==> src/hw/rtl/quaternion_to_rotation_matrix_unit_defines.svh <==
// Assertion macros for the quaternion to rotation matrix unit.
// Used by the top level; expects clk and rst in scope.
`ifndef QUATERNION_TO_ROTATION_MATRIX_UNIT_DEFINES_SVH
`define QUATERNION_TO_ROTATION_MATRIX_UNIT_DEFINES_SVH
`ifndef SYNTHESIS
`define Q2R_ASSERT(name, prop) \
  name: assert property (@(posedge clk) disable iff (rst) prop) \
    else $error("q2r check failed");
`define Q2R_ASSERT_RST(name, prop) \
  name: assert property (@(posedge clk) prop) else $error("q2r reset check failed");
`else
`define Q2R_ASSERT(name, prop)
`define Q2R_ASSERT_RST(name, prop)
`endif
`endif

==> src/hw/rtl/q2r_pkg.sv <==
// Shared constants and types of the quaternion to rotation matrix unit.
// No dependencies.
package q2r_pkg;
  localparam int SAMPLE_WIDTH = 16;
  localparam int FRAC_BITS    = SAMPLE_WIDTH - 2;
  localparam int PW           = 2 * SAMPLE_WIDTH;      // product width
  localparam int NW           = 2 * SAMPLE_WIDTH + 1;  // norm / remainder width
  localparam int DW           = 2 * SAMPLE_WIDTH + 3;  // signed numerator width
  localparam int QW           = FRAC_BITS + 2;         // quotient width
  localparam int NUM_ENT      = 9;
  localparam int NUM_STEPS    = FRAC_BITS + 1;
  localparam logic [QW-1:0] UNIT_Q = QW'(1) << FRAC_BITS;

  typedef logic [NW-1:0] norm_t;

  typedef struct packed {
    logic [NUM_ENT-1:0][NW-1:0] rem;
    logic [NUM_ENT-1:0][QW-1:0] quo;
    logic [NUM_ENT-1:0]         neg;
    norm_t                      n;
    logic                       zero;
  } div_state_t;
endpackage

==> src/hw/rtl/q2r_div_cell.sv <==
// One restoring-division cell: one quotient bit for all nine entries.
// Depends on q2r_pkg.
module q2r_div_cell import q2r_pkg::*; (
  input  logic       clk,
  input  logic       rst,
  input  logic       in_valid,
  output logic       in_ready,
  input  div_state_t in_state,
  output logic       out_valid,
  input  logic       out_ready,
  output div_state_t out_state
);
  logic [NW:0] r2 [NUM_ENT];
  logic [NUM_ENT-1:0] bit_q;

  assign in_ready = !out_valid || out_ready;

  always_comb begin
    for (int e = 0; e < NUM_ENT; e++) begin
      r2[e]    = {1'b0, in_state.rem[e]} + {1'b0, in_state.rem[e]};
      bit_q[e] = r2[e] >= {1'b0, in_state.n};
    end
  end

  always_ff @(posedge clk) begin
    if (rst) begin
      out_valid <= 1'b0;
    end else if (in_ready) begin
      out_valid <= in_valid;
    end
  end

  always_ff @(posedge clk) begin
    if (in_ready) begin
      out_state.n    <= in_state.n;
      out_state.zero <= in_state.zero;
      out_state.neg  <= in_state.neg;
      for (int e = 0; e < NUM_ENT; e++) begin
        out_state.quo[e] <= {in_state.quo[e][QW-2:0], bit_q[e]};
        out_state.rem[e] <= bit_q[e] ? NW'(r2[e] - {1'b0, in_state.n}) : NW'(r2[e]);
      end
    end
  end
endmodule

==> config.mk <==
export PLATFORM = sky130hd
export DESIGN_NAME = q2r_div_cell
export DESIGN_NICKNAME = d
export VERILOG_FILES = /design/src/hw/rtl/quaternion_to_rotation_matrix_unit_defines.svh /design/src/hw/rtl/q2r_pkg.sv /design/src/hw/rtl/q2r_div_cell.sv
export SDC_FILE = /design/constraint.sdc
export NUM_CORES = 1
export LEC_CHECK = 0
export CORE_AREA = 2 2 378 380
export CTS_CLUSTER_DIAMETER = 100
export DETAILED_ROUTE_END_ITERATION = 8
export DIE_AREA = 0 0 380 382
export DONT_BUFFER_PORTS = 1
export SLEW_MARGIN = 15
export SYNTH_ARGS = -nofsm -noshare
export SYNTH_HDL_FRONTEND = slang
export SYNTH_SLANG_ARGS = --single-unit
==> constraint.sdc <==
create_clock -name clk -period 45.1 [get_ports clk]
set_input_delay 4.51 -clock clk [delete_from_list [all_inputs] [get_ports clk]]
set_output_delay 4.51 -clock clk [all_outputs]
set_load 0.05 [all_outputs]
# Word-level counts from Yosys, hierarchy flattened
# Index checks and enable logic that the tools add are counted.
# word_totals
register_bits	485
latchBits	0
ramBits	0
romBits	0
inputBits	488
output_inout_bits	486
word_cells	60
n_memories	0
# op_classes
addsub	18
multipliers	0
n_div	0
magnitude_cmp	9
eq_ne	0
n_shift	0
n_mux	9
bitwise_logic	0
reduce_logical	2
# op_table
cell	count
adder 33 x 33 -> 34 bit	9
greater-or-equal comparator 34 x 33 -> 1 bit	9
two-way mux 33 bit	9
subtractor 33 bit	9
logical NOT 1 bit	1
logical OR 1 bit	1

# Depth between registers and ports, before layout
# depth
depth_word	3
depth_mapped	14
mapped_depth_nobuf	12

# Worst setup path after synthesis
# OpenSTA, ideal clock, no wires.
# synth_timing
kind	input-to-output
startpoint	input port out_ready
endpoint	output port in_ready
t_arrival_ns	16.409
required_time_ns	40.590
path_slack_ns	24.181
stages	1
n_path_buf	0
path_cell_list	nand2b_1
# synth_between
elab_chain_cells	1
# synth_rtl
item	line_no	source
from (decl)	q2r_div_cell.sv:10	input logic out_ready,
logical OR 1 bit	q2r_div_cell.sv:16	assign in_ready = !out_valid || out_ready;
to (decl)	q2r_div_cell.sv:7	output logic in_ready,
# No other way between the ends.

# Worst setup path in the final report
# Same ends and word-level chain as after synthesis.

==> impl_summary.txt <==
----------------------------------------------------
[Outcome]
  Status ... completed

[Synthesis]
  Library cell with the largest summed area after synthesis ... sky130_fd_sc_hd__edfxtp_1
  Largest family of logic cells by synthesized area ... compound AO/OA/AOI/OAI gates
  Count of unique library cells instantiated by Yosys ... 92
  Post-synthesis share of cell area spent on xor and xnor gates ... 6.350%
  Share of cell area taken by muxes after synthesis ... 4.004%
  Total number of yosys warnings ... 0
  Synthesized area ... 33650 µm²
  Simple-gate area share of the yosys netlist ... 11.62%
  Synth Area in Compound Gates ... 20.61%
  Seq cells post-synth ... 485
  Synthesized Nets ... 4084
  Seq/Total Area, Yosys ... 43.24%
  Mapped Avg Cell Area ... 10.23 µm²
  Synth Flop Type ... sky130_fd_sc_hd__edfxtp_1
  Proportion of synthesized flip-flops having asynchronous set or reset ... 0%
  Biggest area contributors in the synthesized netlist ... sky130_fd_sc_hd__edfxtp_1, sky130_fd_sc_hd__ha_1, sky130_fd_sc_hd__a21oi_1, sky130_fd_sc_hd__xnor2_1, sky130_fd_sc_hd__nor2_1
  Area share of the leading cell type in the synthesized netlist ... 43.19%
  Post-Syn Instances ... 3290
  Adder-cell area share of the yosys netlist ... 11.58%
  Post-synth EDFFs ... 484

[STA]
  Number of hold violations in the final report ... 0
  Slew at the pin closest to its max-slew limit ... 1.095 ns
  Max-slew violations ... 0
  Fmax ... 0.1058 GHz
  Portion of the clock cycle consumed by the worst path in the final layout ... 20.95%
  RSZ-0062 raised after global routing ... no
  Clock tree skew after final layout ... 0.02615 ns
  Final setup TNS ... 0 ns
  Clock period minus final worst setup slack ... 9.450 ns
  Endpoints failing setup ... 0
  Slew margin rel. ... 26.98%

[Setup path]
  Critical Path, Cell by Cell ... nand2b_4
  Arrival time of data at the critical path endpoint ... 4.94 ns
  Largest stage delay on the critical path ... 0.34 ns
  Crit path buf inv count ... 0
  Setup slack on the worst flop-to-flop path ... 40.82 ns
  Highest fanout seen on the critical path ... 7
  Top delay family on crit path ... simple AND/OR/NAND/NOR gates
  Startpoint-to-endpoint class of the critical path ... in -> out
  Worst setup EP type ... output port
  Slowest library cell on the worst path ... sky130_fd_sc_hd__nand2b_4
  Worst EP required ... 40.59 ns
  Critical path launch point type ... input pin

[Placement]
  Gp weighted congestion ... 0.9252
  Post-placement cell area ... 35980 µm²
  Post-detail-place hpwl ... 126700 µm
  Number of port buffers ... 0

[Routing]
  Drt wl/cell ... 30.72 µm
  Initial DRC Count ... 2392
  Per-cell via count in the routed design ... 5.228
  Number of antenna-violating nets in the routed design ... 0
  Detailed-routing iteration count for the pre-antenna-repair pass ... 6
  DRC violations left ... 0
  Vias post-DR ... 27540
  Drt total wl ... 161800 µm

[Clock tree]
  Post-CTS clock slew at the launch and capture registers of the worst setup and hold paths ... 0.06 ns
  Number of buffers added by the clock tree synthesis step ... 67
  Sinks on the clock net ... 485
  Maximum level of the CTS H-tree ... 3
  Setup Buffers After CTS ... 0
  CTS tree ... yes
  Post-CTS Hold Fix Bufs ... 0
  Clk_lat worst skew ... 0.68 ns
  CTS Root Buffer Type ... sky130_fd_sc_hd__clkbuf_16
  Number of buffers between clock root and the deepest sink ... 3
  Post-CTS Resized ... 0

[GRT]
  Global-route wire length before repair ... 215400 µm
  GRT Total Usage ... 21.25%
  Overflow left after global routing ... 0
  Initial antenna violation count ... 44
  Largest net degree at the start of global routing ... 106
  Vias in the first global route ... 26100

[Floorplan]
  I/O pins ... 974
  Effective utilization at floorplan ... 23.89%
  Row count ... 138
  Chip height ... 382 µm
  Die boundary width ... 380 µm
  Die Area ... 145200 µm²
  Area of the core ... 140900 µm²

[Finish]
  Layout area overhead ... 13.86%
  Fraction of layout instances using a drive strength above 1 ... 9.169%
  Area of all placed cells without fillers ... 38320 µm²
  Post-layout nets ... 4098
  Fill cell total of the finished layout ... 14880

[Hold path]
  Worst hold path type ... reg -> reg

[Power and ir drop]
  Maximum ir drop on the vdd rail ... 0.03835 mV
  Leakage power summed over all cells ... 0.01490 µW
  Pwr per Cell Area ... 46.95 nW/µm²
  PnR Total Power ... 1799 µW

[Run]
  Max-cap violation count ... 0

----------------------------------------------------
==> synthesized netlist by cell type (46+ instances only) <==
cell type / instances
sky130_fd_sc_hd__inv_1: 103
sky130_fd_sc_hd__mux2_2: 101
sky130_fd_sc_hd__xor2_1: 94
sky130_fd_sc_hd__a21o_1: 147
sky130_fd_sc_hd__o21ai_0: 156
sky130_fd_sc_hd__nor3_1: 46
sky130_fd_sc_hd__edfxtp_1: 484
sky130_fd_sc_hd__nand2_1: 197
sky130_fd_sc_hd__a21oi_1: 440
sky130_fd_sc_hd__ha_1: 297
sky130_fd_sc_hd__clkbuf_1: 68
sky130_fd_sc_hd__xnor2_1: 150
sky130_fd_sc_hd__nand4_1: 48
sky130_fd_sc_hd__nor2_1: 322
==> cells by family (layout without fill, tap and decap cells) <==
kind of cell / Yosys count / count (layout)
AOI/OAI and AO/OA: 1088 / 1088
and+or+nand+nor: 839 / 839
DFF: 485 / 485
adders and majority gates: 306 / 306
xor gates and xnor gates: 244 / 244
buffers and inverters: 212 / 281
muxes: 116 / 116
other: 0 / 18
==> flip-flops by register name, summed over array words and instances (netlist names) <==
name       cells
out_valid      1
out_state    484
==> final timing paths <==
check / startpoint / to / cells past startpoint
max: out_ready / in_ready / 1
min: out_valid$_SDFFE_PP0P_ / out_state[175]$_DFFE_PP_ / 2
max reg2reg: out_valid$_SDFFE_PP0P_ / out_state[441]$_DFFE_PP_ / 5
min reg2reg: out_valid$_SDFFE_PP0P_ / out_state[175]$_DFFE_PP_ / 2
==> area by class of cell <==
| cell class | instances | area (µm²) | area share, % |
|---|---|---|---|
| clock inverter | 49 | 544.3 | 1.420 |
| clock buffer | 75 | 1749 | 4.565 |
| inverter | 105 | 394.1 | 1.029 |
| multi-input combinational | 2593 | 18260 | 47.66 |
| antenna | 18 | 45.04 | 0.1176 |
| tap | 1890 | 2365 | 6.171 |
| sequential | 485 | 14550 | 37.98 |
| timing repair buffer | 52 | 402.9 | 1.051 |
==> report_power, final <==
group | internal (µW) | leakage, µW | switching, µW
Combinational | 140 | 0.00881 | 214
Sequential | 590 | 0.00499 | 296
Clock | 322 | 0.00111 | 238
Total | 1050 | 0.0149 | 748
==> metal layers <==
layer	vias up	share of wire [%]	GRT usage, %
li1	12540	-	-
met1	13330	37	23.81
met2	1332	47	35.38
met3	303	10	8.334
met4	32	5.3	9.935
met5	-	0.13	0
==> stage by stage <==
| step | util (%) | setup WS [ns] | std cells | hold slack (ns) |
|---|---|---|---|---|
| after floorplan | - | 24.18 | 3290 | 4.579 |
| after CTS | 27.16 | 35.62 | 5249 | 1.753 |
| final | 27.20 | 35.65 | 5267 | 1.695 |
| after global routing | 27.17 | 35.63 | 5252 | 1.746 |
| after detailed placement | 25.54 | 35.62 | 5125 | 1.759 |
| after global placement | 25.54 | 35.62 | 5125 | 1.747 |
==> layout by cell type, fill, tap and decap left out, types with 16 or more instances in the layout <==
master / count
sky130_fd_sc_hd__nand3_1: 44
sky130_fd_sc_hd__nand2b_1: 28
sky130_fd_sc_hd__nand2_1: 196
sky130_fd_sc_hd__xor2_1: 94
sky130_fd_sc_hd__nor3_1: 46
sky130_fd_sc_hd__diode_2: 18
sky130_fd_sc_hd__a21o_1: 147
sky130_fd_sc_hd__a21oi_1: 440
sky130_fd_sc_hd__o211ai_1: 22
sky130_fd_sc_hd__nor2b_1: 36
sky130_fd_sc_hd__xnor2_1: 150
sky130_fd_sc_hd__clkbuf_16: 69
sky130_fd_sc_hd__ha_1: 297
sky130_fd_sc_hd__and2_1: 18
sky130_fd_sc_hd__inv_1: 101
sky130_fd_sc_hd__nor2_1: 322
sky130_fd_sc_hd__o21ai_0: 156
sky130_fd_sc_hd__a31oi_1: 34
sky130_fd_sc_hd__a21boi_0: 16
sky130_fd_sc_hd__edfxtp_1: 484
sky130_fd_sc_hd__mux2_2: 101
sky130_fd_sc_hd__o21a_1: 41
sky130_fd_sc_hd__o21bai_1: 41
sky130_fd_sc_hd__and3_1: 29
sky130_fd_sc_hd__o31a_1: 17
sky130_fd_sc_hd__nand4_1: 48
sky130_fd_sc_hd__o31ai_1: 27
sky130_fd_sc_hd__buf_4: 51
sky130_fd_sc_hd__a211oi_1: 20
(Power assumes the default switching activity.)
