[src/hw/rtl/quaternion_to_rotation_matrix_unit_defines.svh]
// Assertion macros for the quaternion to rotation matrix unit.
// Used by the top level; expects clk and rst in scope.
`ifndef QUATERNION_TO_ROTATION_MATRIX_UNIT_DEFINES_SVH
`define QUATERNION_TO_ROTATION_MATRIX_UNIT_DEFINES_SVH
`ifndef SYNTHESIS
`define Q2R_ASSERT(name, prop) \
  name: assert property (@(posedge clk) disable iff (rst) prop) \
    else $error("q2r check failed");
`define Q2R_ASSERT_RST(name, prop) \
  name: assert property (@(posedge clk) prop) else $error("q2r reset check failed");
`else
`define Q2R_ASSERT(name, prop)
`define Q2R_ASSERT_RST(name, prop)
`endif
`endif

[src/hw/rtl/q2r_pkg.sv]
// Shared constants and types of the quaternion to rotation matrix unit.
// No dependencies.
package q2r_pkg;
  localparam int SAMPLE_WIDTH = 16;
  localparam int FRAC_BITS    = SAMPLE_WIDTH - 2;
  localparam int PW           = 2 * SAMPLE_WIDTH;      // product width
  localparam int NW           = 2 * SAMPLE_WIDTH + 1;  // norm / remainder width
  localparam int DW           = 2 * SAMPLE_WIDTH + 3;  // signed numerator width
  localparam int QW           = FRAC_BITS + 2;         // quotient width
  localparam int NUM_ENT      = 9;
  localparam int NUM_STEPS    = FRAC_BITS + 1;
  localparam logic [QW-1:0] UNIT_Q = QW'(1) << FRAC_BITS;

  typedef logic [NW-1:0] norm_t;

  typedef struct packed {
    logic [NUM_ENT-1:0][NW-1:0] rem;
    logic [NUM_ENT-1:0][QW-1:0] quo;
    logic [NUM_ENT-1:0]         neg;
    norm_t                      n;
    logic                       zero;
  } div_state_t;
endpackage

[src/hw/rtl/q2r_back.sv]
// Output stage: rounding, saturation, sign and zero-quaternion identity.
// Depends on q2r_pkg.
module q2r_back import q2r_pkg::*; (
  input  logic                           clk,
  input  logic                           rst,
  input  logic                           in_valid,
  output logic                           in_ready,
  input  div_state_t                     in_state,
  output logic                           out_valid,
  input  logic                           out_ready,
  output logic signed [SAMPLE_WIDTH-1:0] mat [NUM_ENT],
  output logic                           zero_norm
);
  logic [QW:0] rnd [NUM_ENT];
  logic [QW-1:0] mag [NUM_ENT];
  logic signed [SAMPLE_WIDTH-1:0] ent [NUM_ENT];

  assign in_ready = !out_valid || out_ready;

  always_comb begin
    for (int e = 0; e < NUM_ENT; e++) begin
      rnd[e] = ({1'b0, in_state.quo[e]} + (QW+1)'(1)) >> 1;
      mag[e] = (rnd[e] > {1'b0, UNIT_Q}) ? UNIT_Q : rnd[e][QW-1:0];
      if (in_state.zero) begin
        ent[e] = (e % 4 == 0) ? SAMPLE_WIDTH'(UNIT_Q) : '0;
      end else begin
        ent[e] = in_state.neg[e] ? -SAMPLE_WIDTH'(mag[e]) : SAMPLE_WIDTH'(mag[e]);
      end
    end
  end

  always_ff @(posedge clk) begin
    if (rst) begin
      out_valid <= 1'b0;
    end else if (in_ready) begin
      out_valid <= in_valid;
    end
  end

  always_ff @(posedge clk) begin
    if (in_ready) begin
      mat       <= ent;
      zero_norm <= in_state.zero;
    end
  end
endmodule

[config.mk]
export PLATFORM = sky130hd
export DESIGN_NAME = q2r_back
export DESIGN_NICKNAME = d
export VERILOG_FILES = /design/src/hw/rtl/quaternion_to_rotation_matrix_unit_defines.svh /design/src/hw/rtl/q2r_pkg.sv /design/src/hw/rtl/q2r_back.sv
export SDC_FILE = /design/constraint.sdc
export NUM_CORES = 1
export LEC_CHECK = 0
export BUFFER_PORTS_ARGS = -buffer_cell sky130_fd_sc_hd__buf_2
export CAP_MARGIN = 20
export CORE_AREA = 2 2 251 253
export DETAILED_ROUTE_END_ITERATION = 12
export DIE_AREA = 0 0 253 255
export GPL_TIMING_DRIVEN = 0
export PLACE_DENSITY = 0.53
export SYNTH_ARGS = -nofsm -noshare
export SYNTH_HDL_FRONTEND = slang
export SYNTH_SLANG_ARGS = --single-unit
[constraint.sdc]
create_clock -name clk -period 6.42 [get_ports clk]
set_clock_uncertainty 0.1 [all_clocks]
set_input_delay 1.284 -clock clk [delete_from_list [all_inputs] [get_ports clk]]
set_output_delay 1.284 -clock clk [all_outputs]
set_load 0.1 [all_outputs]
After elaboration in Yosys (flattened, before gate mapping) --
Index checks and enable logic that the tools add are counted.
Word-level totals: register bits after elaboration 146, bits of input ports 488, output and inout bits 147, logic and storage cells 58
Operators by class: add/sub/neg operators 18, $lt $le $gt $ge 9, multiplexer cells 18, reduce and logical (&&, ||, !) cells 2
Operator list (count):
- $mux W16 | 18
- $add A16 B1 Y17 const B | 9
- $gt A16 B15 Y1 const B | 9
- $neg A16 Y16 | 9
- $logic_not A1 Y1 | 1
- $logic_or A1 B1 Y1 | 1

Longest topological paths before layout --
Gate-level depths: netlist (run 1).
word-level depth 5, depth in mapped cells 17

Least setup slack after synthesis (run 1) --
Ideal clock, no wire load.
kind input port to output port, start input out_ready, end output in_ready, data arrival time 5.491 ns, required time 5.036 ns, path slack -0.455 ns, stages on the path 1, buffers on the path 0, cells stage by stage nand2b_1
On the way: word-level cells in the longest chain between the ends 1
Ends and longest elaborated chain:
- start: declaration | RTL line q2r_back.sv:10 | input logic out_ready,
- $logic_or A1 B1 Y1 | RTL line q2r_back.sv:18 | assign in_ready = !out_valid || out_ready;
- end: declaration | RTL line q2r_back.sv:7 | output logic in_ready,
Every way passes these cells.

Worst setup path in the final report (run 1) --
start input in_state[47] (netlist name), end register mat[138] (netlist name) (data pin)
On the way: word-level cells in the longest chain between the ends 5
Ends and longest elaborated chain:
- start: declaration | RTL line q2r_back.sv:8 | input div_state_t in_state,
- $add A16 B1 Y17 (*) | RTL line q2r_back.sv:22 | rnd[e] = ({1'b0, in_state.quo[e]} + (QW+1)'(1)) >> 1;
- $gt A16 B15 Y1 | RTL line q2r_back.sv:23 | mag[e] = (rnd[e] > {1'b0, UNIT_Q}) ? UNIT_Q : rnd[e][QW-1:0];
- $mux W16 (*) | RTL line q2r_back.sv:23
- $neg A16 Y16 | RTL line q2r_back.sv:27 | ent[e] = in_state.neg[e] ? -SAMPLE_WIDTH'(mag[e]) : SAMPLE_WIDTH'(mag[e]);
- $mux W16 (*) | RTL line q2r_back.sv:27
- end signal: assignment | RTL line q2r_back.sv:42 | mat <= ent;
- end: declaration | RTL line q2r_back.sv:11 | output logic signed [SAMPLE_WIDTH-1:0] mat [NUM_ENT],
Every way passes the cells marked *; elsewhere a longest branch is shown, timed or not. A chain may end at the register's enable or synchronous reset.

==> results of run 1 <==
[power breakdown]
group	switching, mW	total (mW)	internal [mW]
Sequential	0.0318	1.18	1.15
Combinational	1.10	1.39	0.292
Clock	0.493	1.04	0.543
[cell usage after synthesis, drive strengths merged, types with 15 or more instances]
library cell / n
a21oi: 70
a31oi: 38
and2: 18
and3: 33
and4: 15
buf: 39
clkbuf: 72
edfxtp: 145
ha: 18
inv: 40
mux2: 18
mux2i: 26
nand2: 183
nand2b: 22
nand3: 98
nand4: 46
nor2: 187
nor3: 52
nor4: 29
o211ai: 15
o21ai: 81
o31ai: 19
or3: 24
xnor2: 117
xor2: 75
[state kept, by name, summed over array words and instances (netlist names)]
register / count
mat: 144
out_valid: 1
zero_norm: 1
[routing by layer]
layer	wire length [um]	part of all wire (%)	up-vias
li1	-	-	6847
met1	23900	45	6767
met2	23300	44	558
met3	4650	8.8	49
met4	696	1.3	10
met5	64	0.12	-
[worst max path at each step]
stage | from | to
CTS | in_state[47] | mat[138]
detailed placement | in_state[47] | mat[138]
floorplan | in_state[139] | mat[44]
global placement | out_ready | in_ready
global route | in_state[47] | mat[138]
finish | in_state[47] | mat[138]
[cell type report]
type / instances / area, um^2
Fill cell: 6766 / 45400
Tap cell: 799 / 1000
Clock buffer: 17 / 425
Sequential cell: 146 / 4370
Clock inverter: 15 / 148
Timing Repair Buffer: 256 / 1350
Inverter: 41 / 154
Antenna cell: 2 / 5.00
Buffer: 111 / 479
Multi-Input combinational cell: 1401 / 8860
[kinds of logic (layout without fill, tap and decap cells)]
family	count (synthesis)	in the layout
compound gates	372	372
xor+xnor	192	192
fa+ha+maj	18	18
buf+inv	152	440
flops	146	146
mux	44	44
other cells	0	2
simple gates	775	775
[critical path, stage by stage]
cell,delay (ns)
clkbuf_1,0.32
nand2_1,0.27
nor3_1,0.65
mux2i_1,0.26
o221ai_1,0.37
o31ai_2,0.17
buf_2,0.22
nand2_1,0.09
ha_1,0.18
nand3_1,0.10
or3b_2,0.49
o21ai_0,0.48
o21ai_0,0.22
xnor2_1,0.18
a211oi_1,0.23
[metrics by stage]
stage / power, mW / utilization, % / std cells / cell area (um^2)
after floorplan: 2.28 / - / 1699 / 13900
after global placement: 2.59 / 25.9 / 2750 / 16100
after detailed placement: 2.59 / 26.1 / 2754 / 16200
after CTS: 3.66 / 27.0 / 2786 / 16800
after global routing: 3.78 / 27.0 / 2788 / 16800
final: 3.61 / 27.0 / 2788 / 16800
==> impl_results.md, run 1 <==
- Status: finished, final reports clean
- Yosys top cell by area: edfxtp_1
- Routed WL: 52.6 mm
- M2 GR Usage: 24.7%
- Hold Slack: 0.848 ns
- Power Density: 215 nW/um^2
- Number of detailed-route iterations in the first pass: 5
- Total CTS buffers: 17
- H-tree levels: 4
- Total die area: 64500 um^2
- CP arrival: 5.52 ns
- Hold crit path type: in2reg
- Initial antenna violation count: 8
- Simple-Gate Fraction of Synth Area: 28.3%
- TritonCTS clock tree: built
- RePlAce Congestion: 0.909
- WS Path Type: in2reg
- Final HPWL DP: 41.4 mm
- Commonest non-fill, non-tap cell in the layout: buf_2
- Seq cells post-synth: 146
- Total GRT Usage: 16.0%
- Post-CTS setup buffer count: 0
- FFs w/ async S/R, synth: 0%
- Met1 Use GR: 21.4%
- Crit path required time: 6.63 ns
- Area grow syn2layout: 21.2%
- Fmax: 188 MHz
- Area share of the largest cell type after synthesis: 31.4%
- Yosys warns: 0
- Hold path startpoint: rst
- DRC: 0
- Min setup slack post-route: 1.11 ns
- Grt met3 use: 4.99%
- Most frequent cells in the layout: 285 x buf_2, 187 x nor2_1, 183 x nand2_1, 145 x edfxtp_1, 117 x xnor2_1
- # clock sinks: 146
- Crit path time final: 5.31 ns
- Worst R2R End: mat[78]
- Worst Setup Start Kind: input pin
- Post-place setup slack: 0.600 ns
- Clock root buffer: clkbuf_16
- Syn nets: 2205
- WL/cell: 18.9 um
- Fin nets: 2480
- Hold_buf cts: 0
- Seq/Total Area, Yosys: 31.6%
- Crit path max fanout: 10
- RSZ-0062 raised after global routing: false
- CP endpoint kind: flop
- FP Rows: 92
- Final hold viol count: 0
- Crit Reg-Reg Startpoint: out_valid
- Xor and xnor area share after synthesis: 12.1%
- Post-synthesis cell area: 13900 um^2
- Die height: 255 um
- Antenna viol nets, final: 0
- Number of global-route vias before repair: 13229
- Max Slew Vio Count: 0
- Initial DRC Count: 797
- Leakage: 6.39 nW
- Clock-pin slew on the worst setup and hold paths: 0.07 ns
- Post-route setup TNS: 0 ns
- Worst-Skew Late Latency: 0.48 ns
- Avg Cell Area, Syn: 8.16 um^2
- Post-synth EDFFs: 145
- Busiest grt layer: met2
- Vias per cell: 5.10
- Number of port buffers: 252
- Synth Instances: 1699
- Flop-to-flop setup slack: 4.36 ns
- Initial Util: 22.3%
- Cell variety after synth: 90
- Clock buffer depth: 2
- Worst relative slew slack: 29.9%
- Share of cells above drive strength 1: 19.7%
- Worst IR drop on VDD: 0.197 mV
- Setup-failing EPs final: 0
- Largest net degree at the start of global routing: 63
- Fin crit share: 82.7%
- Hold path depth: 2
- Multiplexer area fraction after synthesis: 3.34%
- Hold EP: out_valid
- Core Area: 62200 um^2
- Resized Gates After CTS: 0
- Synth area leaders: edfxtp_1 31%, xnor2_1 7.4%, nor2_1 5.1%
- Ports: 635
- Gr ovfl total: 0
- Vias: 14231
- Global-route wire length before repair: 78.9 mm
- Synth Area in Adders: 1.63%
- Top_reg_cell synth: edfxtp_1
- Largest family of logic cells by synthesized area: simple AND/OR/NAND/NOR gates
- Maximum capacitance violations: 0
- Synth Area in Compound Gates: 18.5%
- Chip Width: 253 um
- Worst R2R Path Depth: 3
- Worst Tran Pin Value: 1.04 ns
Power figures use the tool's default switching activity.
==> run 2: changes to the inputs <==
- clock period: 6.42 -> 4.55 ns (I/O delays scaled with it)
==> impl_results.md, run 2 (synthesis results as in run 1) <==
- Number of port buffers: 252 (unchanged)
- Antenna viol nets, final: 0 (unchanged)
- Multi-input gate area: 9080 um^2 (+2.5%)
- WL/cell: 19.0 um (+0.82%)
- Worst Setup Start Kind: input pin
- Hold path depth: 2 (unchanged)
- RePlAce Congestion: 0.915 (+0.72%)
- WS Path Type: in2reg
- Clock buffer depth: 2 (unchanged)
- Post-route setup TNS: 0 ns (unchanged)
- Worst relative slew slack: 27.9% (-2.0 points)
- CP arrival: 4.67 ns (-0.85 ns)
- # clock sinks: 146 (unchanged)
- Die height: 255 um (unchanged)
- Worst R2R Path Depth: 3 (unchanged)
- Total GRT Usage: 16.1% (+0.13 points)
- DP Area: 16300 um^2 (+0.47%)
- Area grow syn2layout: 24.0%
- Status: finished, final reports clean
- Worst-Skew Late Latency: 0.48 ns (about the same)
- TritonCTS clock tree: built
- Crit path time final: 4.44 ns
- Hold EP: out_valid
- Global-route wire length before repair: 79.4 mm (+0.64%)
- H-tree levels: 4 (unchanged)
- Hold_buf cts: 0 (unchanged)
- Routed WL: 53.3 mm (+1.3%)
- Core Area: 62200 um^2 (unchanged)
- Fin area: 17200 um^2 (+2.3%)
- Gr ovfl total: 0 (unchanged)
- CP endpoint kind: flop
- Fmax: 225 MHz
- Max FFs per register: 144 (unchanged)
- Crit path max fanout: 9 (-1)
- Crit path required time: 4.78 ns (-1.85 ns)
- Worst path cell trace: buf_2 > ha_2 > buf_6 > and3_4 > or4_4 > a21oi_4 > a21oi_2 > or4_4 > o31a_1 > buf_6 > or2_2 > ha_4 > o211ai_1 > or3_4 > nor3_1 > a211o_1 > a211oi_2
- CP max stage cell: or4_4
- Fin nets: 2492 (+0.48%)
- Initial DRC Count: 863 (+8.3%)
- Fin crit share: 97.6%
- Final hold viol count: 0 (unchanged)
- Commonest non-fill, non-tap cell in the layout: buf_2
- Vias: 14380 (+1.0%)
- Number of detailed-route iterations in the first pass: 5 (unchanged)
- Worst IR drop on VDD: 0.310 mV (+57%)
- Total die area: 64500 um^2 (unchanged)
- Chip Width: 253 um (unchanged)
- Hold path startpoint: rst
- Number of global-route vias before repair: 13418 (+1.4%)
- FP Rows: 92 (unchanged)
- Max Slew Vio Count: 0 (unchanged)
- Crit Reg-Reg Startpoint: out_valid
- Pwr Total: 5.13 mW (+42%)
- Clock root buffer: clkbuf_16
- Setup-failing EPs final: 0 (unchanged)
- Reg area: 4370 um^2 (unchanged)
- Initial antenna violation count: 15 (+7)
- Maximum capacitance violations: 0 (unchanged)
- Fillers: 6761 (-0.074%)
- Leakage: 6.54 nW (+2.4%)
- Final HPWL DP: 41.8 mm (+1.0%)
- Largest net degree at the start of global routing: 49 (-22%)
- Initial Util: 22.3% (unchanged)
- DRC: 0 (unchanged)
- Most frequent cells in the layout: 283 x buf_2, 183 x nor2_1, 182 x nand2_1, 145 x edfxtp_1, 116 x xnor2_1
- Worst R2R End: mat[39]
- Flop-to-flop setup slack: 2.82 ns (-1.54 ns)
- Vias per cell: 5.13 (+0.58%)
- Largest registers: mat: 144 flops, out_valid: 1 flops, zero_norm: 1 flops
- Slowest cell delay on critical path: 0.55 ns (-0.10 ns)
- Top reg by flops: mat
- Power Density: 299 nW/um^2 (+39%)
- Hold crit path type: in2reg
- Ports: 635 (unchanged)
- Total CTS buffers: 17 (unchanged)
- Clock-pin slew on the worst setup and hold paths: 0.07 ns (about the same)
- Worst Tran Pin Value: 1.08 ns (+0.0395 ns)
- Share of cells above drive strength 1: 22.1% (+2.3 points)
==> run 2: cell types whose count changed in the layout (fill, tap and decap cells not counted), moves of 4 or more <==
cell	before	now
buf_4	1	10
nor4_1	27	21
ha_1	18	14
nor2_1	187	183
==> run 2: where the power goes <==
group	internal [mW]	leakage (nW)	switching, mW
Clock	0.777	0.287	0.693
Combinational	0.430	4.61	1.56
Sequential	1.62	1.64	0.0441
Total	2.83	6.54	2.30
==> run 2: area by class of cell <==
class	count	area share (%)
Tap cell	799	5.82
Buffer	110	2.86
Clock inverter	15	0.954
Multi-Input combinational cell	1401	52.9
Inverter	41	0.896
Timing Repair Buffer	269	8.62
Antenna cell	3	0.0437
Sequential cell	146	25.5
Clock buffer	17	2.48
==> run 2: how the worst max path moves through the flow <==
stage | end | cells past startpoint | slack [ns] | start
final | mat[44] | 17 | 0.11 | in_state[139]
after CTS | mat[78] | 13 | -0.07 | in_state[107]
after global placement | in_ready | 3 | -1.11 | out_ready
after detailed placement | mat[78] | 13 | -0.81 | in_state[108]
after global routing | mat[12] | 17 | -0.04 | in_state[174]
after floorplan | mat[44] | 16 | 0.004 | in_state[139]
==> run 2: metal layers <==
layer	share of wire (%)	track usage (%)
met5	0.23	0
met4	3.3	6.98
met3	8.7	5.14
met2	44	24.7
met1	44	20.8
==> run 2: metrics by stage <==
stage / utilization, % / setup WS, ns / hold slack, ns / cells
after floorplan: - / 0.00442 / 0.879 / 1699
after global placement: 26.0 / -1.11 / 0.969 / 2750
after detailed placement: 26.2 / -0.805 / 0.757 / 2756
after CTS: 27.2 / -0.0666 / 0.421 / 2787
after global routing: 27.6 / -0.0446 / 0.465 / 2801
final: 27.6 / 0.111 / 0.479 / 2801
==> run 2: worst max-delay path: cells and delay by family <==
family                     cells  cell delay [ns]
AOI/OAI and AO/OA              6             1.21
adders and majority gates      2             0.37
buffers and inverters          3             0.41
and+or+nand+nor                6             1.77
==> run 2: repair_timing <==
item / 4_1_cts / 5_1_grt
buffers inserted: 0 / 10
endpoints found under the hold margin: 0 / 0
gates resized for setup: 4 / 43
setup endpoints to repair: 4 / 24
pin swaps: 0 / 15
